$ cat config.mk
export PLATFORM = sky130hd
export DESIGN_NAME = newton_square_root_top
export DESIGN_NICKNAME = d
export VERILOG_FILES = /design/src/rtl/nsr_pkg.sv /design/src/rtl/nsr_div.sv /design/src/rtl/newton_square_root_top.sv
export SDC_FILE = /design/constraint.sdc
export NUM_CORES = 1
export LEC_CHECK = 0
export BUFFER_PORTS_ARGS = -buffer_cell sky130_fd_sc_hd__clkbuf_2
export CELL_PAD_IN_SITES_DETAIL_PLACEMENT = 1
export CELL_PAD_IN_SITES_GLOBAL_PLACEMENT = 2
export CORE_ASPECT_RATIO = 0.9
export CORE_MARGIN = 10
export CORE_UTILIZATION = 44
export CTS_CLUSTER_DIAMETER = 100
export CTS_CLUSTER_SIZE = 25
export DETAILED_ROUTE_END_ITERATION = 12
export GPL_ROUTABILITY_DRIVEN = 1
export PLACE_DENSITY = 0.89
export SETUP_SLACK_MARGIN = 0.2
export SYNTH_ARGS = -nofsm -noshare
export SYNTH_HDL_FRONTEND = slang
export SYNTH_SLANG_ARGS = --single-unit
$ cat constraint.sdc
create_clock -name clk -period 11.32 [get_ports clk]
set_input_delay 2.264 -clock clk [delete_from_list [all_inputs] [get_ports clk]]
set_output_delay 2.264 -clock clk [all_outputs]
set_load 0.03 [all_outputs]
$ cat src/rtl/nsr_pkg.sv
// Shared constants and types for the Newton square root block.
package nsr_pkg;

  // Default operand format: signed Q16.16 in 32 bits
  localparam int DATA_WIDTH_DEF = 32;
  localparam int FRAC_BITS_DEF  = 16;

  // Register widths and reset values
  localparam int EPS_W   = 16;
  localparam int ITER_W  = 10;
  localparam int CFG_IDX_W  = 4;
  localparam int CFG_DATA_W = 16;

  localparam logic [EPS_W-1:0]  EPS_RESET  = EPS_W'(1);
  localparam logic [ITER_W-1:0] ITER_RESET = ITER_W'(1000);

  // Register indexes
  localparam logic [CFG_IDX_W-1:0] REG_EPSILON  = CFG_IDX_W'(0);
  localparam logic [CFG_IDX_W-1:0] REG_MAX_ITER = CFG_IDX_W'(1);

  // Divider status seen by the sequencer
  typedef struct packed {
    logic busy;
    logic done;
  } div_status_t;

endpackage

$ cat src/rtl/nsr_div.sv
// Restoring serial divider, one quotient bit per cycle.
module nsr_div
  import nsr_pkg::*;
#(
  parameter int NUM_W = DATA_WIDTH_DEF - 1 + FRAC_BITS_DEF,
  parameter int DEN_W = DATA_WIDTH_DEF - 1
) (
  input  logic             clk,
  input  logic             rst_n,
  input  logic             go,
  input  logic [NUM_W-1:0] num,
  input  logic [DEN_W-1:0] den,
  output logic [NUM_W-1:0] quo,
  output div_status_t      status
);

  localparam int CNT_W = $clog2(NUM_W + 1);

  logic             busy_r;
  logic             done_r;
  logic [CNT_W-1:0] cnt_r;
  logic [DEN_W-1:0] rem_r;
  logic [NUM_W-1:0] quo_r;
  logic [DEN_W-1:0] den_r;

  logic [DEN_W:0] trial;
  logic [DEN_W:0] trial_sub;
  logic           fits;

  // Trial subtraction of the shifted partial remainder
  assign trial     = {rem_r, quo_r[NUM_W-1]};
  assign trial_sub = trial - {1'b0, den_r};
  assign fits      = (trial >= {1'b0, den_r});

  // Control: bit counter and done pulse
  always_ff @(posedge clk) begin
    if (!rst_n) begin
      busy_r <= 1'b0;
      done_r <= 1'b0;
      cnt_r  <= '0;
    end else begin
      done_r <= !go && busy_r && (cnt_r == CNT_W'(1));
      if (go) begin
        busy_r <= 1'b1;
        cnt_r  <= CNT_W'(NUM_W);
      end else if (busy_r) begin
        cnt_r <= cnt_r - CNT_W'(1);
        if (cnt_r == CNT_W'(1)) begin
          busy_r <= 1'b0;
        end
      end
    end
  end

  // Datapath: dividend bits shift out as quotient bits shift in
  always_ff @(posedge clk) begin
    if (go) begin
      rem_r <= '0;
      quo_r <= num;
      den_r <= den;
    end else if (busy_r) begin
      rem_r <= fits ? trial_sub[DEN_W-1:0] : trial[DEN_W-1:0];
      quo_r <= {quo_r[NUM_W-2:0], fits};
    end
  end

  assign quo         = quo_r;
  assign status.busy = busy_r;
  assign status.done = done_r;

`ifndef SYNTHESIS
  // A new division is never started over a running one
  a_go_idle: assert property (@(posedge clk) disable iff (!rst_n) go |-> !busy_r)
    else $error("divider started while busy");
  // Done follows the last bit and never overlaps busy
  a_done_excl: assert property (@(posedge clk) disable iff (!rst_n) done_r |-> !busy_r)
    else $error("divider done while busy");
  // A running division always has bits left to do
  a_busy_cnt: assert property (@(posedge clk) disable iff (!rst_n) busy_r |-> cnt_r != '0)
    else $error("divider busy with no bits left");
`endif

endmodule

$ cat src/rtl/newton_square_root_top.sv
// Newton-Raphson fixed-point square root, top level.
//
//  channel | direction | handshake          | payload
//  --------+-----------+--------------------+-----------------------------------------
//  in_     | input     | in_valid/in_stall  | in_value
//  out_    | output    | out_valid/out_stall| out_root, out_iterations_used,
//          |           |                    | out_domain_error
//  cfg_    | input     | cfg_valid/cfg_ready| cfg_index, cfg_data
//
// One item at a time: in_stall is high from acceptance until the result has
// moved to the output register. Each Newton step runs one division on the
// bit-serial divider; a negative operand skips the divider and goes straight
// to the output register.
// The output register lets the next item be accepted while a result waits.
// Synchronous active-low reset; epsilon resets to 1, step limit to 1000.
module newton_square_root_top
  import nsr_pkg::*;
#(
  parameter int DATA_WIDTH = DATA_WIDTH_DEF,
  parameter int FRAC_BITS  = FRAC_BITS_DEF
) (
  input  logic                         clk,
  input  logic                         rst_n,
  // operand channel
  input  logic                         in_valid,
  output logic                         in_stall,
  input  logic signed [DATA_WIDTH-1:0] in_value,
  // result channel
  output logic                         out_valid,
  input  logic                         out_stall,
  output logic [DATA_WIDTH-2:0]        out_root,
  output logic [ITER_W-1:0]            out_iterations_used,
  output logic                         out_domain_error,
  // register writes
  input  logic                         cfg_valid,
  output logic                         cfg_ready,
  input  logic [CFG_IDX_W-1:0]         cfg_index,
  input  logic [CFG_DATA_W-1:0]        cfg_data
);

  localparam int RW    = DATA_WIDTH - 1;
  localparam int NUM_W = RW + FRAC_BITS;
  localparam int CW    = (RW > EPS_W) ? RW : EPS_W;

  // Sequencer states
  localparam logic [1:0] S_IDLE = 2'd0;
  localparam logic [1:0] S_DIV  = 2'd1;
  localparam logic [1:0] S_CHK  = 2'd2;
  localparam logic [1:0] S_FIN  = 2'd3;

  logic [1:0]        state_r;
  logic              go_r;
  logic [NUM_W-1:0]  scaled_r;
  logic [RW-1:0]     est_r;
  logic [RW-1:0]     next_r;
  logic [ITER_W-1:0] count_r;
  logic              err_r;
  logic [EPS_W-1:0]  eps_r;
  logic [ITER_W-1:0] maxit_r;

  logic              out_valid_r;
  logic [RW-1:0]     out_root_r;
  logic [ITER_W-1:0] out_iter_r;
  logic              out_err_r;

  logic [NUM_W-1:0]  quo;
  div_status_t       div_st;

  logic              accept;
  logic              out_free;
  logic [NUM_W:0]    sum;
  logic [NUM_W-1:0]  half;
  logic [RW-1:0]     step_est;
  logic [RW-1:0]     diff;
  logic              going;

  nsr_div #(
    .NUM_W (NUM_W),
    .DEN_W (RW)
  ) u_div (
    .clk    (clk),
    .rst_n  (rst_n),
    .go     (go_r),
    .num    (scaled_r),
    .den    (est_r),
    .quo    (quo),
    .status (div_st)
  );

  assign in_stall  = (state_r != S_IDLE);
  assign accept    = in_valid && !in_stall;
  assign out_free  = !out_valid_r || !out_stall;
  assign cfg_ready = 1'b1;

  // New estimate: (est + quotient) / 2, saturated to the root range
  assign sum      = (NUM_W + 1)'(est_r) + (NUM_W + 1)'(quo);
  assign half     = sum[NUM_W:1];
  assign step_est = (|half[NUM_W-1:RW]) ? {RW{1'b1}} : half[RW-1:0];

  // Convergence test on the change of the estimate and on the step limit
  assign diff  = (next_r >= est_r) ? (next_r - est_r) : (est_r - next_r);
  assign going = (count_r < maxit_r) && (CW'(diff) >= CW'(eps_r));

  // Sequencer and register file
  always_ff @(posedge clk) begin
    if (!rst_n) begin
      state_r     <= S_IDLE;
      go_r        <= 1'b0;
      out_valid_r <= 1'b0;
      eps_r       <= EPS_RESET;
      maxit_r     <= ITER_RESET;
    end else begin
      // divider start on a fresh operand or another step
      go_r <= ((state_r == S_IDLE) && accept && !in_value[DATA_WIDTH-1]) ||
              ((state_r == S_CHK) && (next_r != '0) && going);
      if (out_valid_r && !out_stall && (state_r != S_FIN)) begin
        out_valid_r <= 1'b0;
      end
      if (cfg_valid && cfg_ready) begin
        if (cfg_index == REG_EPSILON) begin
          eps_r <= cfg_data[EPS_W-1:0];
        end else if (cfg_index == REG_MAX_ITER) begin
          maxit_r <= cfg_data[ITER_W-1:0];
        end
      end
      case (state_r)
        S_IDLE: begin
          if (accept) begin
            if (in_value[DATA_WIDTH-1]) begin
              state_r <= S_FIN;
            end else begin
              state_r <= S_DIV;
            end
          end
        end
        S_DIV: begin
          if (div_st.done) begin
            state_r <= S_CHK;
          end
        end
        S_CHK: begin
          if ((next_r != '0) && going) begin
            state_r <= S_DIV;
          end else begin
            state_r <= S_FIN;
          end
        end
        S_FIN: begin
          if (out_free) begin
            out_valid_r <= 1'b1;
            state_r     <= S_IDLE;
          end
        end
        default: begin
          state_r <= S_IDLE;
        end
      endcase
    end
  end

  // Operand, estimate and result registers
  always_ff @(posedge clk) begin
    case (state_r)
      S_IDLE: begin
        if (accept) begin
          scaled_r <= {in_value[RW-1:0], {FRAC_BITS{1'b0}}};
          est_r    <= RW'(1) << FRAC_BITS;
          next_r   <= '0;
          count_r  <= '0;
          err_r    <= in_value[DATA_WIDTH-1];
        end
      end
      S_DIV: begin
        if (div_st.done) begin
          next_r  <= step_est;
          count_r <= count_r + ITER_W'(1);
        end
      end
      S_CHK: begin
        if ((next_r != '0) && going) begin
          est_r <= next_r;
        end
      end
      S_FIN: begin
        if (out_free) begin
          out_root_r <= next_r;
          out_iter_r <= count_r;
          out_err_r  <= err_r;
        end
      end
      default: begin
      end
    endcase
  end

  assign out_valid           = out_valid_r;
  assign out_root            = out_root_r;
  assign out_iterations_used = out_iter_r;
  assign out_domain_error    = out_err_r;

`ifndef SYNTHESIS
  // The divider is never handed a zero divisor
  a_no_div_zero: assert property (@(posedge clk) disable iff (!rst_n) go_r |-> est_r != '0)
    else $error("division by zero estimate");
  // A start is only issued to an idle divider while the sequencer waits on it
  a_go_state: assert property (@(posedge clk) disable iff (!rst_n)
    go_r |-> (state_r == S_DIV) && !div_st.busy)
    else $error("divider start outside division state");
  // Domain error results carry no root and no steps
  a_dom_err: assert property (@(posedge clk) disable iff (!rst_n)
    out_valid && out_domain_error |-> (out_root == '0) && (out_iterations_used == '0))
    else $error("domain error with non-zero payload");
  // A non-negative operand always takes at least one step
  a_min_step: assert property (@(posedge clk) disable iff (!rst_n)
    out_valid && !out_domain_error |-> out_iterations_used != '0)
    else $error("result without any step");
`endif

endmodule
Word level (Yosys, flattened, before mapping)
Index checks and enable logic that the tools add are counted.
{"block": "totals", "ff_bits": 293, "wordCells": 105, "input_bits": 57, "output_inout_bits": 45}
{"block": "op_classes", "n_lt_le_gt_ge": 4, "bitwise": 2, "n_addsub": 6, "n_reduce_logical": 34, "eq_ne": 10, "n_mux": 28}
{"cell": "2-to-1 mux 31 bit", "count": 7}
{"cell": "case mux 31 bit (2 select lines)", "count": 2}
{"cell": "2-to-1 mux 47 bit", "count": 2}
{"cell": "subtractor 31 bit", "count": 3}
{"cell": "adder 31 x 47 -> 48 bit", "count": 1}
{"cell": "greater-or-equal comparator 32 x 31 -> 1 bit", "count": 1}
{"cell": "greater-or-equal comparator 31 x 16 -> 1 bit", "count": 1}
{"cell": "greater-or-equal comparator 31 bit", "count": 1}
{"cell": "nonzero test 31 bit", "count": 1}
{"cell": "2-to-1 mux 10 bit", "count": 2}
{"cell": "case mux 10 bit (2 select lines)", "count": 1}
{"cell": "OR reduction 16 bit", "count": 1}
{"cell": "2-to-1 mux 6 bit", "count": 2}
{"cell": "AND reduction 3 bit", "count": 4}
{"cell": "logical AND 1 bit", "count": 11}
{"cell": "adder 10 x 1 -> 10 bit (second input constant)", "count": 1}
{"cell": "less-than comparator 10 bit", "count": 1}
{"cell": "2-to-1 mux 2 bit", "count": 5}
{"cell": "case mux 2 bit (4 select lines)", "count": 1}
{"cell": "nonzero test 2 bit", "count": 4}
{"cell": "== test 6 x 1 -> 1 bit (second input constant)", "count": 1}
{"cell": "2-to-1 mux 1 bit", "count": 6}
{"cell": "!= test 2 bit (second input constant)", "count": 3}
{"cell": "AND reduction 2 bit", "count": 3}
{"cell": "other kinds (11)", "count": 19}

Depth between registers and ports, before layout
{"block": "depth", "word_depth": 7, "depth_mapped": 25, "mapped_depth_nobuf": 23}

Cells and area by module
Synthesis repeated with hierarchy kept, for this count alone.
{"block": "hier_totals", "cells_unflattened": 1953, "hier_area_um2": 18946.9}
{"mod": "newton_square_root_top", "seq_area_each_um2": 4984.8, "n_inst": 1, "cells_per_inst": 1329, "area_each_um2": 12379.4}
{"mod": "nsr_div", "seq_area_each_um2": 3123.0, "n_inst": 1, "cells_per_inst": 624, "area_each_um2": 6567.5}

Least setup slack after synthesis
Ideal clock, no wire load.
{"block": "synth_path", "path_type": "reg2reg", "startpoint": "reg next_r[26]", "endpoint": "reg est_r[0] (enable)", "path_stages_with_launch": 23, "setup_ns": 0.429, "t_required_ns": 10.891, "arrival_ns": 5.619, "setup_slack_ns": 5.272, "path_buffers": 4, "cell_sequence": "edfxtp_1 ha_1 clkbuf_1 nand2_1 nor4_2 a41oi_1 a31o_2 clkbuf_1 nand2_1 clkbuf_1 buf_1 mux2i_1 xor2_1 ha_1 nand4_1 nor2_1 a21oi_1 o211ai_1 o21ai_0 a21oi_1 or4_4 nor4_4 a21oi_1"}
{"block": "synth_between", "elab_chain_len": 7, "elab_cells_between_ends": 10, "cone_classes": "add/sub: 2; order compare: 2; eq/ne: 1; mux: 1; reduce/logical: 4"}
{"item": "start: declaration", "line_no": "newton_square_root_top.sv:55", "rtl": "logic [RW-1:0] next_r;"}
{"item": "start signal: assignment", "line_no": "newton_square_root_top.sv:175", "rtl": "next_r <= step_est;"}
{"item": "subtractor 31 bit / greater-or-equal comparator 31 bit (equally long branches)", "line_no": "newton_square_root_top.sv:101", "rtl": "assign diff = (next_r >= est_r) ? (next_r - est_r) : (est_r - next_r);"}
{"item": "2-to-1 mux 31 bit", "line_no": "newton_square_root_top.sv:101"}
{"item": "greater-or-equal comparator 31 x 16 -> 1 bit", "line_no": "newton_square_root_top.sv:102", "rtl": "assign going = (count_r < maxit_r) && (CW'(diff) >= CW'(eps_r));"}
{"item": "logical AND 1 bit", "line_no": "newton_square_root_top.sv:102"}
{"item": "logical AND 1 bit *", "line_no": "newton_square_root_top.sv:180", "rtl": "if ((next_r != '0) && going) begin"}
{"item": "!= test 2 x 1 -> 1 bit (no line) *"}
{"item": "AND reduction 3 bit (no line) *"}
{"item": "end signal: assignment", "line_no": "newton_square_root_top.sv:167", "rtl": "est_r <= RW'(1) << FRAC_BITS;"}
{"item": "end signal: assignment", "line_no": "newton_square_root_top.sv:181", "rtl": "est_r <= next_r;"}
{"item": "end: declaration", "line_no": "newton_square_root_top.sv:54", "rtl": "logic [RW-1:0] est_r;"}
Mark *: on every way between the ends. The rest lies on a longest branch, timed or not.
A chain may end at the register's enable or synchronous reset.

Final worst setup path
{"block": "layout_path", "startpoint": "reg next_r[17]", "endpoint": "reg est_r[24] (enable)"}
Same word-level chain as after synthesis.

==> reports/metrics.yaml <==
status: "completed"
grt_max_degree: 57
post_cts_buffers: 0
die_w_um: 234.1
cp_num_buf_inv: 1
drive_above_1_share: 0.1048
clockBufferDepth: 3
synth-compound-area-share: 0.1784
pwr-share-clk: 0.175
hold_viol_final: 0
power_frac_comb: 0.443
p_leak_nw: 8.092
synth_area_mm2: 0.01815
initial_utilization: 0.4456
totalWireLength_mm: 55.34
async_flop_share: 0
vias: 14180
setup-violations-final: 0
synth_xor_area_frac: 0.04344
ys_warn_count: 0
cp-startpoint: "next_r[17]"
core-area_mm2: 0.04073
crit_path_end: "est_r[24]"
most-common-layout-cells: "224 x edfxtp_1, 172 x a21oi_1, 154 x inv_1"
gp_congestion: 0.9467
p_int_mw: 2.297
r2r_slack_ns: 4.45
critical_path_required_ns: 11.56
dp_hpwl_mm: 42.40
grt_pass1_wl_mm: 86.29
slew_headroom: 0.2175
insertion_delay_ns: 0.56
fmax_mhz: 145.6
synthesis.instances: 1822
fin_worst_skew_ns: 0.04645
ys_seq_area_frac: 0.4468
ys_seq_elements: 293
area_growth_syn_to_layout_pct: 8.502
dr.pass1.iters: 5
path_cells: "ha_1, nand2_1, nor2_1, a21oi_1, and2_1, a211o_1, nand2_1, a21oi_1, a211oi_1, o22ai_1, a21oi_1, xnor2_1, ha_1, nand4_1, nor2_1, a21oi_1, o211ai_1, o21ai_0, a21oi_1, or4_4, nor4_4, a21oi_2, buf_4"
seq_power_share: 0.382
switching_share: 0.4005
ir_worst_vdd_v: 0.0001106
rr_startpoint: "next_r[17]"
nNetsFinal: 2100
fill_cells: 4610
route.detailed.wl_per_inst_um: 22.69
cap_violations: 0
drtAntennaViolNets: 0
synth_cell_type_count: 86
cp-end-kind: "register"
grt_overflow_total: 0
synthMuxAreaShare: 0.04116
cts_tree: "done"
row_count: 70
die-height_um: 212.7
startpoint_type: "register"
drcViolationCount: 0
p_sw_mw: 1.535
ios: 102
final_common_cell: "edfxtp_1"
vias_per_cell: 5.812
p_per_area_mw_per_mm2: 194.6
setup_tns_ns: 0
ctsResizeCount: 0
antenna_found_initial: 0
crit_type: "reg2reg"
synth_top_family_by_area: "compound AO/OA/AOI/OAI gates"
drt_iter0_markers: 1078
numCtsBuffers: 16
worst-endpoint-arrival_ns: 7.11
num_antenna_cells: 0
synthSimpleGateAreaFrac: 0.1345
worstRegToRegCells: 23
max_stage_delay_ns: 0.92
syn_nets: 2033
fin_crit_sh: 0.6066
path_clk_slew_ns: 0.10
hold_class: "reg2reg"
synth-main-ff-cell: "edfxtp_1"
tightest_slew_ns: 1.174
crit_family: "compound AO/OA/AOI/OAI gates"
final_cells: 2439
cts_sinks: 293
crit_top_cell: "a21oi_1"
synth_edf_count: 224
io_buffers: 100
cp.depth: 23
worst-path-max-fanout: 25
cts_hold_buffers: 0
drv_slew: 0
ctsHtreeMaxLevel: 1
grtUsageTotal: 0.2211
finalCriticalPeriod_ns: 6.867
slowest_stage: "a21oi_2"
syn_avg_cell_area_um2: 9.959
grt_setup_unrepaired: "no"
grt_pass1_vias: 14690
reg2reg_to: "est_r[24]"
dp_cells: 2411
die_area_mm2: 0.04978
cts-root-buf: "clkbuf_16"
synthAdderAreaFrac: 0.1078
Yosys cell counts (4+ instances only):
master	n	area, um2
inv_1	155	581.8
o21bai_1	18	135.1
nand2_1	130	488.0
a31oi_1	12	75.07
and3_1	18	112.6
o21a_1	14	105.1
mux2i_1	42	420.4
o2bb2ai_1	4	35.03
o31ai_1	6	45.04
a2111oi_0	5	43.79
buf_4	4	30.03
and2_1	42	262.8
mux2_2	28	315.3
nor4_1	15	93.84
nand4_1	23	143.9
or2_2	4	25.02
nand3_1	35	175.2
edfxtp_1	224	6726
buf_2	16	80.08
xnor2_1	50	437.9
nor2b_1	37	231.5
clkbuf_1	43	161.4
ha_1	150	1877
nand2b_1	16	100.1
nor2_1	129	484.2
o21ai_0	75	375.4
or3_1	7	43.79
a21o_1	67	503.0
o22ai_1	4	25.02
fa_1	4	80.08
a211oi_1	34	255.2
a21boi_0	4	30.03
dfxtp_1	69	1381
nor3b_1	5	37.54
xor2_1	40	350.3
o21ai_1	7	35.03
a21oi_1	174	870.8
o211ai_1	11	82.58
nor3_1	27	135.1
a211o_1	4	35.03
o31a_1	4	35.03
cell type report:
cell class	instances	area [um2]	area share
Clock buffer	24	440.4	0.02237
Clock inverter	4	52.55	0.002669
Inverter	155	581.8	0.02955
Multi-Input combinational cell	1308	9213	0.4679
Sequential cell	293	8113	0.4120
Tap cell	540	675.6	0.03432
Timing Repair Buffer	115	613.1	0.03114
worst register-to-register path, stage by stage (launching register included):
cell and delay [ns]:
edfxtp_1 0.49, ha_1 0.57, nand2_1 0.19, nor2_1 0.26
a21oi_1 0.17, and2_1 0.24, a211o_1 0.38, nand2_1 0.80
a21oi_1 0.23, a211oi_1 0.28, o22ai_1 0.13, a21oi_1 0.19
xnor2_1 0.08, ha_1 0.28, nand4_1 0.09, nor2_1 0.14
a21oi_1 0.09, o211ai_1 0.11, o21ai_0 0.14, a21oi_1 0.13
or4_4 0.15, nor4_4 0.04, a21oi_2 0.92, buf_4 0.44
power by group through the flow:
stage / Sequential [mW] / Combinational [mW] / Clock [mW]
floorplan: 1.44 / 1.27 / 0
global placement: 1.48 / 1.62 / 0
detailed placement: 1.49 / 1.67 / 0
CTS: 1.46 / 1.69 / 0.683
global route: 1.48 / 1.89 / 0.720
finish: 1.46 / 1.70 / 0.670
worst min path at each step:
stage | startpoint | to | slack, ns | depth (start not counted)
2_1_floorplan | err_r | out_domain_error | 0.40 | 0
3_3_place_gp | err_r | out_domain_error | 0.42 | 0
3_5_place_dp | err_r | out_domain_error | 0.44 | 0
4_1_cts | eps_r[1] | eps_r[1] | 0.47 | 2
5_1_grt | eps_r[8] | eps_r[8] | 0.49 | 2
6_report | eps_r[11] | eps_r[11] | 0.47 | 2
cell families after synthesis:
family                     Yosys count
and+or+nand+nor                    498
AOI/OAI and AO/OA                  494
DFF                                293
buffers and inverters              221
adders and majority gates          154
xor gates and xnor gates            90
muxes                               71
other                                1
flip-flops by register name, indices dropped and copies added (netlist names), 2 cells and up:
register / flops
u_div.rem_r: 31
u_div.cnt_r: 6
u_div.den_r: 31
maxit_r: 10
scaled_r: 31
u_div.quo: 47
out_root: 31
next_r: 31
state_r: 2
out_iterations_used: 10
est_r: 31
count_r: 10
eps_r: 16
per-stage QoR:
step	instance area (um2)	power (mW)	hold slack, ns	setup slack, ns	util
finish	19690	3.832	0.4652	4.453	0.4834
global route	19690	4.093	0.4875	3.941	0.4834
CTS	19690	3.833	0.4663	4.531	0.4834
detailed placement	19200	3.159	0.4446	4.582	0.4713
global placement	19200	3.102	0.4201	4.750	0.4713
floorplan	18150	2.713	0.4003	5.272	-
routing by layer:
layer  vias to the layer above  global-route usage  part of all wire
met5                         -                   0                 0
met4                         0             0.05268             0.022
met3                        45             0.03477             0.055
met2                       336              0.3490              0.46
met1                      7103              0.3117              0.47
li1                       6692                   -                 -
Note: power is estimated with default switching activity, not from simulation.
